===== config.mk =====
export PLATFORM = sky130hd
export DESIGN_NAME = lfaq_ctrl
export DESIGN_NICKNAME = d
export VERILOG_FILES = /design/src/rtl/core/lfaq_pkg.sv /design/src/rtl/core/lfaq_ctrl.sv
export VERILOG_INCLUDE_DIRS = /design/src /design/src/rtl/core
export SDC_FILE = /design/constraint.sdc
export NUM_CORES = 1
export LEC_CHECK = 0
export ABC_AREA = 1
export BUFFER_PORTS_ARGS = -buffer_cell sky130_fd_sc_hd__buf_2
export CORE_AREA = 2 2 39 41
export DETAILED_ROUTE_END_ITERATION = 8
export DIE_AREA = 0 0 41 43
export MAX_ROUTING_LAYER = met4
export SYNTH_ARGS = -nofsm -noshare
export SYNTH_HDL_FRONTEND = slang
export SYNTH_SLANG_ARGS = --single-unit

===== constraint.sdc =====
create_clock -name aclk -period 2.8 [get_ports aclk]
set_clock_uncertainty 0.05 [all_clocks]
set_input_delay 0.7 -clock aclk [delete_from_list [all_inputs] [get_ports aclk]]
set_output_delay 0.7 -clock aclk [all_outputs]
set_load 0.005 [all_outputs]

===== src/rtl/core/line_frame_assembler_queue_top_defines.svh =====
// ----------------------------------------------------------------------------
// Line frame assembler queue - assertion macros
// Shared concurrent assertion forms used by the core modules.
// ----------------------------------------------------------------------------
`ifndef LINE_FRAME_ASSEMBLER_QUEUE_TOP_DEFINES_SVH
`define LINE_FRAME_ASSEMBLER_QUEUE_TOP_DEFINES_SVH

// Same-cycle implication, checked outside reset
`define LFAQ_ASSERT_IMP(lbl, clk, rstn, ante, cons, msg) \
    lbl: assert property (@(posedge clk) disable iff (!rstn) (ante) |-> (cons)) \
        else $error(msg);

// Next-cycle implication, checked outside reset
`define LFAQ_ASSERT_NXT(lbl, clk, rstn, ante, cons, msg) \
    lbl: assert property (@(posedge clk) disable iff (!rstn) (ante) |=> (cons)) \
        else $error(msg);

`endif


===== src/rtl/core/lfaq_pkg.sv =====
// ----------------------------------------------------------------------------
// Line frame assembler queue - package
// Status codes, byte constants and the controller/datapath interface types.
// ----------------------------------------------------------------------------
`timescale 1ns / 1ps

package lfaq_pkg;

    localparam int FLEN_W = 6;
    localparam int CAP_W  = 16;
    localparam int DROP_W = 32;

    localparam logic [7:0] BYTE_CR = 8'h0D;
    localparam logic [7:0] BYTE_LF = 8'h0A;

    localparam logic OP_BYTE = 1'b0;
    localparam logic OP_POP  = 1'b1;

    typedef enum logic [1:0] {
        STAT_OK    = 2'd0,
        STAT_EMPTY = 2'd1,
        STAT_CAP   = 2'd2
    } status_t;

    // Commands from controller to datapath
    typedef struct packed {
        logic take_byte;    // process one received byte
        logic pop_start;    // latch capacity, read head frame length
        logic eval_fail;    // load a single failure/empty result item
        logic fetch_first;  // read byte 0 of head frame
        logic load_byte;    // load fetched byte into the output register
        logic fetch_next;   // read the following byte of head frame
        logic finish;       // last item taken; release head frame if consumed
    } cmd_t;

    // Status from datapath to controller
    typedef struct packed {
        logic empty;
        logic cap_fail;
        logic len_zero;
        logic out_last;
    } dp_stat_t;

endpackage


===== src/rtl/core/lfaq_ctrl.sv =====
// ----------------------------------------------------------------------------
// Line frame assembler queue - controller
// Sequences byte intake and frame pops; drives the channel handshakes.
// ----------------------------------------------------------------------------
`timescale 1ns / 1ps
`include "line_frame_assembler_queue_top_defines.svh"

module lfaq_ctrl
    import lfaq_pkg::*;
(
    input  logic     aclk,
    input  logic     aresetn,
    input  logic     s_valid,
    output logic     s_ready,
    input  logic     s_op,
    output logic     m_valid,
    input  logic     m_ready,
    input  dp_stat_t stat,
    output cmd_t     cmd
);

    typedef enum logic [3:0] {
        S_IDLE  = 4'b0001,
        S_LEN   = 4'b0010,
        S_FETCH = 4'b0100,
        S_SEND  = 4'b1000
    } state_t;

    state_t state_reg;
    state_t state_next;

    // Next state and commands
    always_comb begin
        state_next = state_reg;
        cmd        = '0;
        unique case (state_reg)
            S_IDLE: begin
                if (s_valid) begin
                    if (s_op == OP_POP) begin
                        cmd.pop_start = 1'b1;
                        state_next    = S_LEN;
                    end else begin
                        cmd.take_byte = 1'b1;
                    end
                end
            end
            S_LEN: begin
                if (stat.empty || stat.cap_fail || stat.len_zero) begin
                    cmd.eval_fail = 1'b1;
                    state_next    = S_SEND;
                end else begin
                    cmd.fetch_first = 1'b1;
                    state_next      = S_FETCH;
                end
            end
            S_FETCH: begin
                cmd.load_byte = 1'b1;
                state_next    = S_SEND;
            end
            S_SEND: begin
                if (m_ready) begin
                    if (stat.out_last) begin
                        cmd.finish = 1'b1;
                        state_next = S_IDLE;
                    end else begin
                        cmd.fetch_next = 1'b1;
                        state_next     = S_FETCH;
                    end
                end
            end
            default: begin
                state_next = S_IDLE;
            end
        endcase
    end

    // State register
    always_ff @(posedge aclk) begin
        if (!aresetn) begin
            state_reg <= S_IDLE;
        end else begin
            state_reg <= state_next;
        end
    end

    assign s_ready = (state_reg == S_IDLE);
    assign m_valid = (state_reg == S_SEND);

    // Intake and result delivery never overlap
    `LFAQ_ASSERT_IMP(a_no_overlap, aclk, aresetn, s_ready, !m_valid, "input and output both open")

    // A pop request always leads to a length evaluation
    `LFAQ_ASSERT_NXT(a_pop_to_len, aclk, aresetn, cmd.pop_start, state_reg == S_LEN, "pop lost")

endmodule


==> results of run 1 <==
[critical path, delay by kind of cell]
family | cells | cell delay, ns
buffers and inverters | 2 | 0.22
AND/OR/NAND/NOR | 3 | 0.35
[cell type report]
class                           count  share of cell area, %
Multi-Input combinational cell     42                   43.2
Sequential cell                     4                   18.6
Tap cell                           16                   4.64
Clock buffer                        3                   5.22
Inverter                           10                   8.70
Timing Repair Buffer               17                   19.7
[routing by layer]
layer / global-route usage, % / vias up
met4: 8.00 / 0
met1: 8.39 / 171
met2: 16.6 / 5
met5: - / -
li1: - / 212
met3: 1.57 / 2
[power groups by stage]
stage	Clock (uW)	Combinational (uW)	Sequential [uW]
finish	71.1	37.6	61.7
CTS	75.6	38.4	61.7
floorplan	0	23.9	62.2
global route	76.6	43.0	62.1
global placement	0	37.6	62.6
detailed placement	0	38.2	62.6
[synth_stat cells]
cell type	number
a21oi_2	1
inv_2	1
nand2_2	1
nor4_1	1
inv_1	9
nand2_1	15
nand3_1	4
nor3_1	3
dfxtp_1	4
nor2_2	4
nor2_1	13
[cell families (layout without fill, tap and decap cells)]
group,Yosys count,in the layout,synth area share [%]
buffers and inverters,10,30,12.3
and+or+nand+nor,41,41,58.4
AOI/OAI and AO/OA,1,1,2.88
DFF,4,4,26.3
[worst max-delay path by stage]
| stage | start | endpoint | slack (ns) | depth (start not counted) |
|---|---|---|---|---|
| floorplan | stat[2] | cmd[3] | 1.00 | 3 |
| global placement | stat[2] | cmd[3] | 0.80 | 5 |
| detailed placement | stat[2] | cmd[3] | 0.77 | 5 |
| CTS | stat[2] | cmd[3] | 0.77 | 5 |
| global route | stat[2] | cmd[3] | 0.72 | 5 |
| finish | stat[2] | cmd[3] | 0.78 | 5 |
[metrics by stage]
stage               std cells  hold slack (ns)  util, %  instance area (sq um)  power (uW)
floorplan                  56            0.516        -                    304        86.1
global placement           89            0.545     29.6                    409         100
detailed placement         89            0.542     29.6                    409         101
CTS                        92            0.550     31.2                    432         176
global route               92            0.620     31.2                    432         182
finish                     92            0.545     31.2                    432         170
==> flow_metrics.env, run 1 <==
export IMPL_drt_wl_total_um=724
export IMPL_grt_pass1_vias=343
export IMPL_powerDensity_nw_per_um2=395
export IMPL_max_vdd_ir_drop_uv=137
export IMPL_holdPathEnd="state_reg[1]"
export IMPL_grt_setup_unrepaired="no"
export IMPL_clk_latency_ns=0.23
export IMPL_port_buffers=17
export IMPL_cts_inserted_buffers=3
export IMPL_ys_ff_latch=4
export IMPL_worst_setup_path_end_kind="primary output"
export IMPL_setup_viol=0
export IMPL_drt_iter0_drc=6
export IMPL_cts_buffer_depth=2
export IMPL_grt_max_degree=6
export IMPL_design_die_area_sq_um=1760
export IMPL_worstReg2RegEnd="state_reg[0]"
export IMPL_syn_area_per_cell_sq_um=5.43
export IMPL_wl_met2_um=397
export IMPL_r2r_start="state_reg[0]"
export IMPL_seqPwrFrac_pct=36.2
export IMPL_period_share_pct=72.2
export IMPL_syn_area_sq_um=304
export IMPL_highest_layer="met4"
export IMPL_p_int_uw=123
export IMPL_final_seq_area_sq_um=80.1
export IMPL_final_common_cell="buf_2"
export IMPL_synth_cell_types=11
export IMPL_maxSlewHeadroom_pct=86.8
export IMPL_p_switching_uw=47.3
export IMPL_min_period_ns=2.02
export IMPL_min_delay_path_class="register to register"
export IMPL_largest_register_ffs=4
export IMPL_initial_core_util_pct=22.0
export IMPL_yosys_warnings=0
export IMPL_p_leak_uw=0.000257
export IMPL_status="finished, final reports clean"
export IMPL_ff2ff_setup_slack_ns=1.70
export IMPL_ant_nets=0
export IMPL_route_detailed_drc=0
export IMPL_vias=390
export IMPL_antenna_found_initial=0
export IMPL_worst_setup_path_type="input port to primary output"
export IMPL_cts_tree="yes"
export IMPL_dr_wl_met3_um=17
export IMPL_arrival_ns=1.27
export IMPL_cp_common_cell="buf_2"
export IMPL_whs_path_depth=4
export IMPL_post_cts_buffers=0
export IMPL_p_sw_share_pct=27.7
export IMPL_min_delay_start="state_reg[0]"
export IMPL_layout_nets=87
export IMPL_crit_fanout=2
export IMPL_antenna_cells=0
export IMPL_ctsHtreeMaxLevel=1
export IMPL_critPathRequiredTime_ns=2.05
export IMPL_wl_met1_um=291
export IMPL_worstSetupStartpointType="input port"
export IMPL_viasPerCell=4.24
export IMPL_p_clk_share_pct=41.7
export IMPL_slowest_delay_ns=0.15
export IMPL_cts_resized=0
export IMPL_worst_r2r_cell_count=8
export IMPL_seq_area_frac_synth_pct=26.3
export IMPL_hold_viol=0
export IMPL_drive_gt1_share_pct=35.5
export IMPL_fp_dieH_um=43
export IMPL_numClockSinks=4
export IMPL_syn_num_nets=65
export IMPL_layout_common_cells="buf_2, nand2_1, nor2_1"
export IMPL_grt_ovfl_total=0
export IMPL_area_delta_synth_final_pct=42.0
export IMPL_coreArea_sq_um=1380
export IMPL_rows=14
export IMPL_drt_first_pass_iters=4
export IMPL_cts_root_buf="clkbuf_4"
export IMPL_yosys_area_top_type="dfxtp_1"
export IMPL_cts_hold_buf=0
export IMPL_nFillCells=160
export IMPL_multi_input_area_sq_um=186
export IMPL_final_max_slew_violation_count=0
export IMPL_detail_route_wl_per_cell_um=7.87
export IMPL_grt_first_pass_wirelength_um=1120
export IMPL_yosys_area_top_type_share_pct=26.3
export IMPL_netlist_top_cells_area="dfxtp_1, nand2_1, nor2_1"
export IMPL_path_cells="buf_2, nor2_1, nand2_1, nor2_2, buf_2"
export IMPL_fin_setup_tns_ns=0
export IMPL_dp_hpwl_um=613
export IMPL_gp_congestion=0.775
export IMPL_die_w_um=41
export IMPL_layout_setup_ws_ns=0.779
export IMPL_max_freq_ghz=0.495
export IMPL_slowest_stage="nor2_1"
export IMPL_power_combinational_fraction_pct=22.1
export IMPL_syn_instance_count=56
export IMPL_maxCapViolCount=0
export IMPL_io_pins=18
export IMPL_pre_cts_ws_ns=0.772
export IMPL_grt_use_total_pct=9.68
export IMPL_worst_pin_slew_ns=0.196
export IMPL_clk_pin_slew_worst_paths_ns=0.04
No activity file was read; power rests on OpenSTA's default activity.
==> run 2, diff against run 1 <==
ABC_AREA = 0   (was 1)
clock period = 1.9 ns   (was 2.8 ns; I/O delays follow)
==> run 2 against run 1 <==
Net effect: the flow now finishes with violations (setup timing); clock-buffer cell count stayed put; total power grew 31%; sequential share of layout area is 0.054 points higher; combinational power down 19%; non-clock buffer count rose by 7; wire length up 19%; flip-flop and latch count is the same; largest cell class unchanged; via count shrank 13%; first-iteration DRC count rose by 33%; final cell count is 22% lower; synthesized cell count decreased by 48%; global-route usage is 2.3 points higher.
==> flow_metrics.env, run 2 <==
export IMPL_status="finished, violations left"
export IMPL_violations="setup timing"
export IMPL_crit_fanout=3
export IMPL_fp_dieH_um=43
export IMPL_drt_iter0_drc=8
export IMPL_cts_buffer_depth=2
export IMPL_synth_edff_count=0
export IMPL_vias=338
export IMPL_p_leak_uw=0.000235
export IMPL_grt_pass1_vias=345
export IMPL_drive_gt1_share_pct=71.4
export IMPL_numClockSinks=4
export IMPL_yosys_area_top_type_share_pct=30.6
export IMPL_drt_wl_total_um=860
export IMPL_rows=14
export IMPL_worst_setup_path_end_kind="primary output"
export IMPL_ys_ff_latch=4
export IMPL_coreArea_sq_um=1380
export IMPL_grt_use_total_pct=11.9
export IMPL_maxCapViolCount=0
export IMPL_p_total_uw=223
export IMPL_maxSlewHeadroom_pct=72.1
export IMPL_viasPerCell=4.69
export IMPL_ctsHtreeMaxLevel=1
export IMPL_critPathRequiredTime_ns=1.37
export IMPL_largest_register_ffs=4
export IMPL_synth_cell_types=20
export IMPL_initial_core_util_pct=18.9
export IMPL_port_buffers=17
export IMPL_layout_setup_ws_ns=-0.0564
export IMPL_layout_nets=67
export IMPL_worst_pin_slew_ns=0.415
export IMPL_clk_pin_slew_worst_paths_ns=0.04
export IMPL_antenna_found_initial=0
export IMPL_synth_async_sr_flop_share_pct=0
export IMPL_setup_viol=3
export IMPL_cts_inserted_buffers=3
export IMPL_design_die_area_sq_um=1760
export IMPL_placed_area_sq_um=367
export IMPL_worst_setup_path_type="register to primary output"
export IMPL_syn_num_nets=38
export IMPL_final_area_sq_um=484
export IMPL_min_delay_path_class="input port to register"
export IMPL_arrival_ns=1.43
export IMPL_period_share_pct=103
export IMPL_syn_instance_count=29
export IMPL_grt_first_pass_wirelength_um=1320
export IMPL_powerDensity_nw_per_um2=461
export IMPL_clk_latency_ns=0.24
export IMPL_route_detailed_drc=0
export IMPL_final_common_cell="buf_2"
export IMPL_pre_cts_ws_ns=0.101
export IMPL_die_w_um=41
export IMPL_syn_area_sq_um=262
export IMPL_antenna_cells=0
export IMPL_drt_first_pass_iters=4
export IMPL_detail_route_wl_per_cell_um=11.9
export IMPL_final_max_slew_violation_count=0
export IMPL_grt_ovfl_total=0
export IMPL_yosys_warnings=0
export IMPL_cts_hold_buf=0
export IMPL_max_freq_ghz=0.511
export IMPL_hold_viol=0
export IMPL_area_delta_synth_final_pct=85.2
export IMPL_min_period_ns=1.96
export IMPL_netlist_top_cells_area="dfxtp_1, nor3_1, nor4b_2"
export IMPL_syn_area_per_cell_sq_um=9.02
export IMPL_yosys_area_top_type="dfxtp_1"
export IMPL_layout_common_cells="buf_2, buf_4, nor3_1, clkbuf_4"
export IMPL_ys_top_cells_by_count="dfxtp_1, nor3_1, and3_1, inv_1, nor2_1"
export IMPL_io_pins=18
export IMPL_grt_setup_unrepaired="yes"
export IMPL_cts_root_buf="clkbuf_4"
export IMPL_worstSetupStartpointType="register"
export IMPL_ant_nets=0
export IMPL_seq_area_frac_synth_pct=30.6
export IMPL_cts_tree="yes"
export IMPL_gp_congestion=0.857
export IMPL_worst_hold_slack_ns=0.404
export IMPL_max_vdd_ir_drop_uv=248
export IMPL_ys_dominant_reg_cell="dfxtp_1"
export IMPL_grt_max_degree=8
export IMPL_fin_util_pct=35.0
==> run 2: final timing paths <==
kind,from,to,slack (ns),cells past startpoint
setup / recovery,state_reg[2],cmd[0],-0.06,4
hold / removal,aresetn,state_reg[0],0.40,2
setup reg to reg,state_reg[2],state_reg[2],0.13,6
hold reg to reg,state_reg[1],state_reg[3],0.60,2
==> run 2: final cells by class <==
type | instances | area [sq um]
fillers | 138 | 900
clock buffers | 3 | 22.5
flip-flops and latches | 4 | 90.1
inverters | 2 | 7.51
well taps | 16 | 20.0
multi-input cells | 23 | 200
repair buffers | 24 | 144
==> run 2: metal layers <==
layer | up-vias | wire [um] | track usage [%]
met5 | - | 0 | -
met4 | 0 | 33 | 10.0
met3 | 4 | 69 | 6.81
met2 | 18 | 386 | 15.6
met1 | 149 | 370 | 12.2
li1 | 167 | - | -
==> run 2: per-stage QoR <==
stage	TNS [ns]	instances
global placement	0	62
finish	-0.0912	72
floorplan	0	29
CTS	-0.137	69
detailed placement	0	62
global route	-0.458	72
==> run 2: logic make-up (layout without fill, tap and decap cells) <==
| group | Yosys count | in the layout | share of synthesized area [%] |
|---|---|---|---|
| and+or+nand+nor | 16 | 16 | 45.0 |
| AOI/OAI and AO/OA | 6 | 6 | 18.2 |
| DFF | 4 | 4 | 30.6 |
| buffers and inverters | 2 | 29 | 2.87 |
| xor gates and xnor gates | 1 | 1 | 3.35 |
==> run 2: where the power goes <==
part / switching, uW / leakage (uW) / internal (uW)
clock network: 33.9 / 0.0000138 / 70.6
registers: 3.89 / 0.0000342 / 84.2
logic: 13.4 / 0.000187 / 17.2
total: 51.1 / 0.000235 / 172
==> run 2: critical path, cell delays in order (launching register included) <==
cell     delay (ns)
dfxtp_4        0.34
or4b_4         0.56
inv_2          0.07
and3_1         0.13
buf_2          0.10
==> run 2: timing repair <==
item / 4_1_cts / 5_1_grt
setup buffers: 4 / 3
cloned: 0 / 0
resized for setup: 11 / 3
pin swaps: 2 / 1
setup endpoints to repair: 5 / 6
==> run 3, diff against run 2 <==
==> constraint.sdc (replaced) <==
create_clock -name aclk -period 1.9 [get_ports aclk]
set_clock_uncertainty 0.05 [all_clocks]
set_input_delay 0.095 -clock aclk [delete_from_list [all_inputs] [get_ports aclk]]
set_output_delay 0.095 -clock aclk [all_outputs]
set_load 0.005 [all_outputs]
==> run 3 against run 2 <==
Net effect: the run now ends clean; fmax is 18% higher; critical path type unchanged; core utilization is 6.9 points lower; critical endpoint unchanged; global-route usage is 2.6 points lower; combinational power is 15% lower; critical path depth stayed put.
==> flow_metrics.env, run 3 (synthesis gave the netlist of run 2 again) <==
export IMPL_status="finished, final reports clean"
export IMPL_whs_path_depth=2
export IMPL_worstSetupStartpointType="register"
export IMPL_final_area_sq_um=389
export IMPL_post_cts_buffers=0
export IMPL_maxSlewHeadroom_pct=82.2
export IMPL_io_pins=18
export IMPL_vias=291
export IMPL_placed_area_sq_um=367
export IMPL_drt_iter0_drc=5
export IMPL_crit_fanout=7
export IMPL_clk_pin_slew_worst_paths_ns=0.04
export IMPL_ant_nets=0
export IMPL_setup_viol=0
export IMPL_cts_root_buf="clkbuf_4"
export IMPL_grt_pass1_vias=245
export IMPL_grt_use_total_pct=9.37
export IMPL_holdPathEnd="state_reg[0]"
export IMPL_grt_first_pass_wirelength_um=979
export IMPL_final_max_slew_violation_count=0
export IMPL_drt_wl_total_um=628
export IMPL_initial_core_util_pct=18.9
export IMPL_gp_congestion=0.798
export IMPL_cts_inserted_buffers=3
export IMPL_worstReg2RegEnd="state_reg[2]"
export IMPL_worst_setup_path_type="register to primary output"
export IMPL_coreArea_sq_um=1380
export IMPL_cts_tree="yes"
export IMPL_numClockSinks=4
export IMPL_design_die_area_sq_um=1760
export IMPL_pre_cts_ws_ns=0.508
export IMPL_cts_resized=0
export IMPL_layout_common_cells="buf_2, nor3_1, dfxtp_1"
export IMPL_powerDensity_nw_per_um2=581
export IMPL_cts_buffer_depth=2
export IMPL_grt_ovfl_total=0
export IMPL_route_detailed_drc=0
export IMPL_port_buffers=17
export IMPL_drt_first_pass_iters=4
export IMPL_area_delta_synth_final_pct=48.8
export IMPL_final_common_cell="buf_2"
export IMPL_dp_hpwl_um=499
export IMPL_viasPerCell=4.48
export IMPL_ctsHtreeMaxLevel=1
export IMPL_fin_setup_tns_ns=0
export IMPL_max_vdd_ir_drop_uv=320
export IMPL_layout_nets=60
export IMPL_worst_r2r_cell_count=3
export IMPL_antenna_found_initial=0
export IMPL_largest_register_ffs=4
export IMPL_drive_gt1_share_pct=49.0
export IMPL_min_delay_path_class="input port to register"
export IMPL_antenna_cells=0
export IMPL_arrival_ns=1.51
export IMPL_p_leak_uw=0.000197
export IMPL_ff2ff_setup_slack_ns=0.50
export IMPL_rows=14
export IMPL_critPathRequiredTime_ns=1.75
export IMPL_min_period_ns=1.65
export IMPL_min_delay_start="aresetn"
export IMPL_worst_setup_path_end_kind="primary output"
export IMPL_hold_viol=0
export IMPL_detail_route_wl_per_cell_um=9.66
export IMPL_worst_hold_slack_ns=0.0208
export IMPL_fp_dieH_um=43
export IMPL_cts_hold_buf=0
export IMPL_grt_max_degree=8
export IMPL_clk_latency_ns=0.24
export IMPL_worst_pin_slew_ns=0.267
export IMPL_r2r_start="state_reg[3]"
export IMPL_grt_setup_unrepaired="no"
export IMPL_die_w_um=41
export IMPL_max_freq_ghz=0.605
export IMPL_layout_setup_ws_ns=0.248
export IMPL_period_share_pct=86.9
export IMPL_maxCapViolCount=0
==> run 3: cell count changes in the layout (fill, tap and decap cells not counted), moves of 2 or more <==
cell     previous run  this run
dfxtp_4             2         0
dfxtp_2             2         0
dfxtp_1             0         4
buf_4               7         0
==> run 3: how the worst max path moves through the flow <==
stage / from / endpoint / slack, ns / cells after the start
global placement: state_reg[0] / cmd[0] / 0.51 / 4
finish: state_reg[3] / cmd[0] / 0.25 / 4
global route: state_reg[3] / cmd[0] / 0.14 / 4
detailed placement: state_reg[0] / cmd[0] / 0.51 / 4
CTS: state_reg[3] / cmd[0] / 0.24 / 4
floorplan: state_reg[0] / state_reg[2] / 0.58 / 3
==> run 3: final cells by class <==
| type | instances | area, sq um |
|---|---|---|
| clock buffer | 3 | 22.5 |
| fill | 152 | 995 |
| inverter | 2 | 7.51 |
| multi-input combinational | 23 | 174 |
| sequential | 4 | 80.1 |
| tap | 16 | 20.0 |
| timing repair buffer | 17 | 85.1 |
==> run 3: metrics by stage <==
stage	std cells	util, %	power [uW]
4_1_cts	65	28.1	232
2_1_floorplan	29	-	101
3_5_place_dp	62	26.5	118
6_report	65	28.1	226
5_1_grt	65	28.1	241
3_3_place_gp	62	26.5	117
==> run 3: layer usage <==
metal  wire (um)  global-route usage, %  up-vias
met3          76                   7.85        0
met1         315                   11.9      121
met5           0                      -        -
met2         236                   9.38       16
met4           0                   6.00        0
li1            -                      -      154
==> run 3: worst max-delay path, stage by stage, from the launching register on <==
cell     delay [ns]
dfxtp_1        0.42
or4b_4         0.52
inv_1          0.08
and3_1         0.14
buf_2          0.10
==> run 3: power by group <==
group,internal (uW),switching (uW)
Sequential,86.4,3.64
Combinational,15.0,10.9
Clock,70.9,39.1
